[config.mk]
export PLATFORM = sky130hd
export DESIGN_NAME = thc_flow_match
export DESIGN_NICKNAME = d
export VERILOG_FILES = /design/src/hdl/assert_macros.svh /design/src/hdl/thc_pkg.sv /design/src/hdl/thc_flow_match.sv
export SDC_FILE = /design/constraint.sdc
export NUM_CORES = 1
export LEC_CHECK = 0
export ABC_AREA = 1
export ABC_CLOCK_PERIOD_IN_PS = 4650
export BUFFER_PORTS_ARGS = -buffer_cell sky130_fd_sc_hd__buf_2
export CORE_AREA = 2 2 230 232
export DETAILED_ROUTE_END_ITERATION = 8
export DIE_AREA = 0 0 232 234
export GPL_TIMING_DRIVEN = 0
export MAX_ROUTING_LAYER = met4
export PLACE_DENSITY_LB_ADDON = 0.12
export SLEW_MARGIN = 25
export SYNTH_ARGS = -nofsm -noshare
export SYNTH_HDL_FRONTEND = slang
export SYNTH_SLANG_ARGS = --single-unit
[constraint.sdc]
create_clock -name vclk -period 4.65
set_input_delay 0.2325 -clock vclk [all_inputs]
set_output_delay 0.2325 -clock vclk [all_outputs]
set_load 0.005 [all_outputs]
[src/hdl/assert_macros.svh]
// Assertion macros shared by the RTL of the TCP header compressor.
// Depends on nothing; users must provide signals clk and rst_n.
`ifndef ASSERT_MACROS_SVH
`define ASSERT_MACROS_SVH

// Checked on every rising edge outside of reset.
`define THC_ASSERT(lbl, prop, msg) \
    lbl: assert property (@(posedge clk) disable iff (!rst_n) prop) else $error(msg);

// Checked on every rising edge, reset included.
`define THC_ASSERT_ALWAYS(lbl, prop, msg) \
    lbl: assert property (@(posedge clk) prop) else $error(msg);

`endif

[src/hdl/thc_pkg.sv]
// Package for the TCP header compressor: constants, payload and internal types.
// Depends on nothing; every module of the block imports it.
package thc_pkg;

    // Flow context store geometry (power of two).
    localparam int NUM_SLOTS = 256;
    localparam int SLOT_W    = $clog2(NUM_SLOTS);

    // Protocol constants.
    localparam logic [15:0] ETHERTYPE_IPV4  = 16'h0800;
    localparam logic [7:0]  PROTO_TCP       = 8'd6;
    localparam logic [11:0] FIXED_HDR_BYTES = 12'd40;
    localparam logic [11:0] OPT_FIELD_BYTES = 12'd4;
    localparam logic [10:0] MAX_LEN         = 11'h7FF;

    // Configuration register reset values.
    localparam logic [10:0] MIN_LEN_RST   = 11'd100;
    localparam logic [15:0] CMP_ETYPE_RST = 16'd34997;
    localparam logic [6:0]  CMP_HDR_RST   = 7'd16;

    // Configuration register indexes.
    localparam int CFG_IDX_W = 2;
    localparam logic [CFG_IDX_W-1:0] CFG_MIN_LEN   = 2'd0;
    localparam logic [CFG_IDX_W-1:0] CFG_CMP_ETYPE = 2'd1;
    localparam logic [CFG_IDX_W-1:0] CFG_CMP_HDR   = 2'd2;

    typedef enum logic [1:0] {
        ACT_PASS     = 2'd0,
        ACT_NEW_FLOW = 2'd1,
        ACT_COMPRESS = 2'd2
    } action_t;

    typedef struct packed {
        logic [15:0] eth_type;
        logic [7:0]  ip_protocol;
        logic [10:0] frame_length;
        logic [31:0] source_address;
        logic [31:0] dest_address;
        logic [15:0] source_port;
        logic [15:0] dest_port;
        logic [31:0] sequence_number;
        logic [31:0] ack_number;
    } hdr_item_t;

    typedef struct packed {
        action_t     action;
        logic [7:0]  slot_index;
        logic        seq_changed;
        logic        ack_changed;
        logic [10:0] out_length;
        logic [15:0] out_ethertype;
    } res_item_t;

    // One flow context entry.
    typedef struct packed {
        logic [31:0] src_addr;
        logic [31:0] dst_addr;
        logic [15:0] src_port;
        logic [15:0] dst_port;
        logic [31:0] seq;
        logic [31:0] ack;
    } slot_entry_t;

    // Write request from the match logic to the context store.
    typedef struct packed {
        logic              en;
        logic [SLOT_W-1:0] slot;
        slot_entry_t       entry;
    } slot_wr_t;

    // Current configuration.
    typedef struct packed {
        logic [10:0] min_len;
        logic [15:0] cmp_etype;
        logic [6:0]  cmp_hdr;
    } thc_cfg_t;

endpackage

[src/hdl/thc_flow_match.sv]
// Flow match and result logic: classifies a header, compares it with its context
// entry, forms the result and the context update. Depends on thc_pkg.
module thc_flow_match (
    input  thc_pkg::hdr_item_t    hdr,
    input  thc_pkg::slot_entry_t  entry,
    input  thc_pkg::thc_cfg_t     cfg,
    output thc_pkg::res_item_t    res,
    output thc_pkg::slot_wr_t     wr
);
    import thc_pkg::*;

    logic              eligible;
    logic              tuple_hit;
    logic              seq_chg;
    logic              ack_chg;
    logic [SLOT_W-1:0] slot;
    logic [11:0]       len_sum;
    logic [11:0]       len_diff;
    logic [10:0]       len_cmp;

    // Only IPv4/TCP frames of sufficient length use a context.
    assign eligible = (hdr.eth_type == ETHERTYPE_IPV4) && (hdr.ip_protocol == PROTO_TCP)
                      && (hdr.frame_length >= cfg.min_len);
    assign slot     = hdr.source_address[SLOT_W-1:0];

    assign tuple_hit = (entry.src_addr == hdr.source_address)
                       && (entry.dst_addr == hdr.dest_address)
                       && (entry.src_port == hdr.source_port)
                       && (entry.dst_port == hdr.dest_port);
    assign seq_chg = (entry.seq != hdr.sequence_number);
    assign ack_chg = (entry.ack != hdr.ack_number);

    // Compressed length, clamped to the 11-bit range.
    always_comb
    begin
        len_sum  = 12'(hdr.frame_length) + 12'(cfg.cmp_hdr)
                   + (seq_chg ? OPT_FIELD_BYTES : 12'd0)
                   + (ack_chg ? OPT_FIELD_BYTES : 12'd0);
        len_diff = len_sum - FIXED_HDR_BYTES;
        if (len_sum < FIXED_HDR_BYTES)
        begin
            len_cmp = '0;
        end
        else if (len_diff > 12'(MAX_LEN))
        begin
            len_cmp = MAX_LEN;
        end
        else
        begin
            len_cmp = len_diff[10:0];
        end
    end

    // Result selection.
    always_comb
    begin
        res.action        = ACT_PASS;
        res.slot_index    = '0;
        res.seq_changed   = 1'b0;
        res.ack_changed   = 1'b0;
        res.out_length    = hdr.frame_length;
        res.out_ethertype = hdr.eth_type;
        if (eligible)
        begin
            res.slot_index = 8'(slot);
            if (tuple_hit)
            begin
                res.action        = ACT_COMPRESS;
                res.seq_changed   = seq_chg;
                res.ack_changed   = ack_chg;
                res.out_length    = len_cmp;
                res.out_ethertype = cfg.cmp_etype;
            end
            else
            begin
                res.action = ACT_NEW_FLOW;
            end
        end
    end

    // A miss records the whole tuple; a hit refreshes seq and ack, which is the same entry.
    assign wr.en             = eligible;
    assign wr.slot           = slot;
    assign wr.entry.src_addr = hdr.source_address;
    assign wr.entry.dst_addr = hdr.dest_address;
    assign wr.entry.src_port = hdr.source_port;
    assign wr.entry.dst_port = hdr.dest_port;
    assign wr.entry.seq      = hdr.sequence_number;
    assign wr.entry.ack      = hdr.ack_number;

endmodule
==> run_summary.xml <==
<?xml version="1.0" encoding="UTF-8"?>
<metrics>
  <group name="synthesis">
    <metric name="netlist_top_cells_area" unit="">buf_4 24%, nand2_1 19%, xnor2_1 14%</metric>
    <metric name="synth.cells.most_frequent" unit="">270 x nand2_1, 169 x buf_4, 143 x inv_1</metric>
    <metric name="synthesis.area_per_instance" unit="um^2">5.73</metric>
    <metric name="synthesis.instances" unit="">932</metric>
    <metric name="ys_seq_area_share" unit="%">0</metric>
    <metric name="synth_largest_area_cell" unit="">buf_4</metric>
    <metric name="synth_largest_type_area_fraction" unit="%">23.8</metric>
    <metric name="yosys.cell_types.count" unit="">35</metric>
    <metric name="netlist_area_before_placement" unit="um^2">5340</metric>
    <metric name="synth.net_count" unit="">1355</metric>
    <metric name="synthMostInstantiatedCell" unit="">nand2_1</metric>
    <metric name="synthesis.yosys.warnings" unit="">0</metric>
  </group>
  <group name="global_route">
    <metric name="grt_pass1_vias" unit="">7088</metric>
    <metric name="grt_first_pass_wirelength" unit="um">41800</metric>
    <metric name="grt_antenna_before_repair" unit="">4</metric>
    <metric name="grt_max_degree" unit="">11</metric>
    <metric name="grt_use_total" unit="%">10.5</metric>
    <metric name="grt_overflow_total" unit="">0</metric>
  </group>
  <group name="sta">
    <metric name="fin_crit" unit="ns">4.46</metric>
    <metric name="maxSlewHeadroom" unit="%">69.9</metric>
    <metric name="rsz_0062_raised_after_global_routing" unit="">true</metric>
    <metric name="least_margin_pin_slew" unit="ns">0.451</metric>
    <metric name="fmax" unit="MHz">224</metric>
    <metric name="final-max-slew-violation-count" unit="">0</metric>
    <metric name="min_period_over_period" unit="%">95.8</metric>
    <metric name="report.final.hold_viol_count" unit="">0</metric>
    <metric name="setup_viol" unit="">0</metric>
  </group>
  <group name="final_layout">
    <metric name="nFlopsAndLatches" unit="">0</metric>
    <metric name="postLayoutCellArea" unit="um^2">9570</metric>
    <metric name="synthToLayoutAreaGrowth" unit="%">79.2</metric>
    <metric name="drive_gt1_share" unit="%">56.4</metric>
    <metric name="storage_element_area" unit="um^2">0</metric>
    <metric name="nFillCells" unit="">6140</metric>
    <metric name="num-nets-final" unit="">1965</metric>
    <metric name="postLayoutCoreUtil" unit="%">18.4</metric>
    <metric name="clock_buffers" unit="">0</metric>
  </group>
  <group name="setup_path">
    <metric name="startpoint_type" unit="">input port</metric>
    <metric name="timing_worst_setup_path_type" unit="">input port to primary output</metric>
    <metric name="crit_arrival" unit="ns">4.22</metric>
    <metric name="worst_setup_path_end_kind" unit="">primary output</metric>
    <metric name="critical_path.max_fanout" unit="">5</metric>
    <metric name="critical_path_required" unit="ns">4.42</metric>
  </group>
  <group name="placement">
    <metric name="dpl-instance-area" unit="um^2">9190</metric>
    <metric name="io_buffer_count" unit="">597</metric>
    <metric name="dpl.hpwl" unit="um">28600</metric>
    <metric name="routabilityCongestion" unit="">0.831</metric>
  </group>
  <group name="power_and_ir_drop">
    <metric name="power-per-cell-area" unit="nW/um^2">99.5</metric>
    <metric name="total_leakage_power" unit="nW">5.64</metric>
    <metric name="peakVddDrop" unit="mV">0.0322</metric>
  </group>
  <group name="outcome">
    <metric name="status" unit="">complete, no violations</metric>
  </group>
  <group name="floorplan">
    <metric name="die-area" unit="um^2">54300</metric>
    <metric name="floorplan.core_area" unit="um^2">52000</metric>
    <metric name="die_h" unit="um">234</metric>
    <metric name="die_x" unit="um">232</metric>
    <metric name="ios" unit="">597</metric>
    <metric name="initial_utilization" unit="%">10.3</metric>
    <metric name="core.rowCount" unit="">84</metric>
  </group>
  <group name="drt">
    <metric name="detailedRoute.firstIterationViolations" unit="">122</metric>
    <metric name="detail_route.wirelength" unit="um">30400</metric>
    <metric name="post_dr_vias_cell" unit="">3.30</metric>
    <metric name="routed-via-count" unit="">7354</metric>
    <metric name="route.detailed.drc" unit="">0</metric>
    <metric name="wl_per_cell" unit="um">13.6</metric>
    <metric name="detail_route.first_pass.iterations" unit="">6</metric>
    <metric name="postRouteAntennaNets" unit="">0</metric>
  </group>
  <group name="job">
    <metric name="max-cap-violations" unit="">0</metric>
  </group>
  <group name="cts">
    <metric name="postCtsHoldBufs" unit="">0</metric>
  </group>
  <group name="worst_hold_path">
    <metric name="worstHoldPathType" unit="">input port to primary output</metric>
  </group>
</metrics>
-- cell usage in the layout (no fill, tap or decap), types with 3 or more instances in the layout --
cell type / Yosys / routed
a21oi_1: 6 / 6
buf_2: 0 / 591
buf_4: 169 / 177
buf_6: 2 / 8
ha_1: 31 / 30
inv_1: 143 / 137
inv_2: 2 / 6
nand2_1: 270 / 247
nand2_2: 4 / 27
nand3_1: 39 / 27
nand3_2: 4 / 15
nand3b_1: 5 / 5
nand4_1: 18 / 18
nor2_1: 68 / 67
nor2_2: 4 / 4
nor2_4: 2 / 3
nor3_1: 4 / 4
nor4_1: 8 / 5
o2111ai_1: 3 / 3
o211ai_1: 3 / 3
o21ai_0: 13 / 12
o22ai_1: 7 / 7
or2_2: 14 / 13
xnor2_1: 88 / 83
xnor2_2: 0 / 5
xor2_1: 11 / 10
-- where the power goes --
part | switching, mW | total [mW] | internal, mW
registers | 0 | 0 | 0
logic | 0.462 | 0.952 | 0.489
clock network | 0 | 0.0000000576 | 0.0000000576
total | 0.462 | 0.952 | 0.489
-- critical path, cell delays in order --
cell	delay (ns)
buf_8	0.10
inv_4	0.04
or2_4	0.09
nand4_1	0.12
nor4_4	0.36
nand4_1	0.22
fa_1	0.54
inv_2	0.04
fa_1	0.43
inv_1	0.07
ha_2	0.19
inv_2	0.05
fa_2	0.39
inv_2	0.08
nand2_2	0.05
nand2_2	0.06
nand3b_1	0.13
nand2_1	0.12
nand2_1	0.06
nand2_2	0.11
nand4_1	0.12
nor2_2	0.14
nor2_2	0.06
buf_6	0.15
nand2_2	0.09
nand2_2	0.06
buf_6	0.11
-- area by class of cell --
class                      count  area, um^2  share of cell area, %
timing repair buffer         606        3100                   32.4
antenna                        2        5.00                 0.0523
inverter                     145         549                   5.74
tap                          688         861                   9.00
multi-input combinational    617        3760                   39.3
buffer                       172        1290                   13.5
-- kinds of logic after synthesis --
logic type / count (synthesis) / share of synthesized area [%]
fa+ha+maj: 34 / 8.39
buf+inv: 317 / 34.5
compound gates: 36 / 4.17
xor+xnor: 99 / 16.2
simple gates: 446 / 36.7
-- metal layers --
metal / share of wire [%] / GRT usage [%]
met4: 0.21 / 0.120
met3: 6.6 / 1.18
met2: 54 / 21.2
met5: 0 / -
met1: 39 / 11.5
-- through the flow --
step                      hold slack, ns  TNS, ns  setup slack (ns)  power [mW]  std cells
after global routing               0.733    -1.12            -0.118        1.07       2230
after detailed placement           0.718    -4.24            -0.427       0.879       2217
after floorplan                    0.536        0             0.887       0.473        932
after CTS                          0.719        0          0.000178       0.911       2221
after global placement             0.722    -4.13            -0.414       0.879       2217
final                              0.716        0             0.194       0.952       2230
-- final timing paths --
kind | from | endpoint | slack, ns | cells past startpoint
min | cfg[17] | res[10] | 0.72 | 4
max | hdr[34] | res[20] | 0.19 | 27
-- repair_timing --
item | 4_1_cts | 5_1_grt
pin swaps | 9 | 36
gates cloned | 2 | 1
buffers inserted | 2 | 6
endpoints found under the setup margin | 11 | 11
resized for setup | 19 | 56
Power figures use the tool's default switching activity.
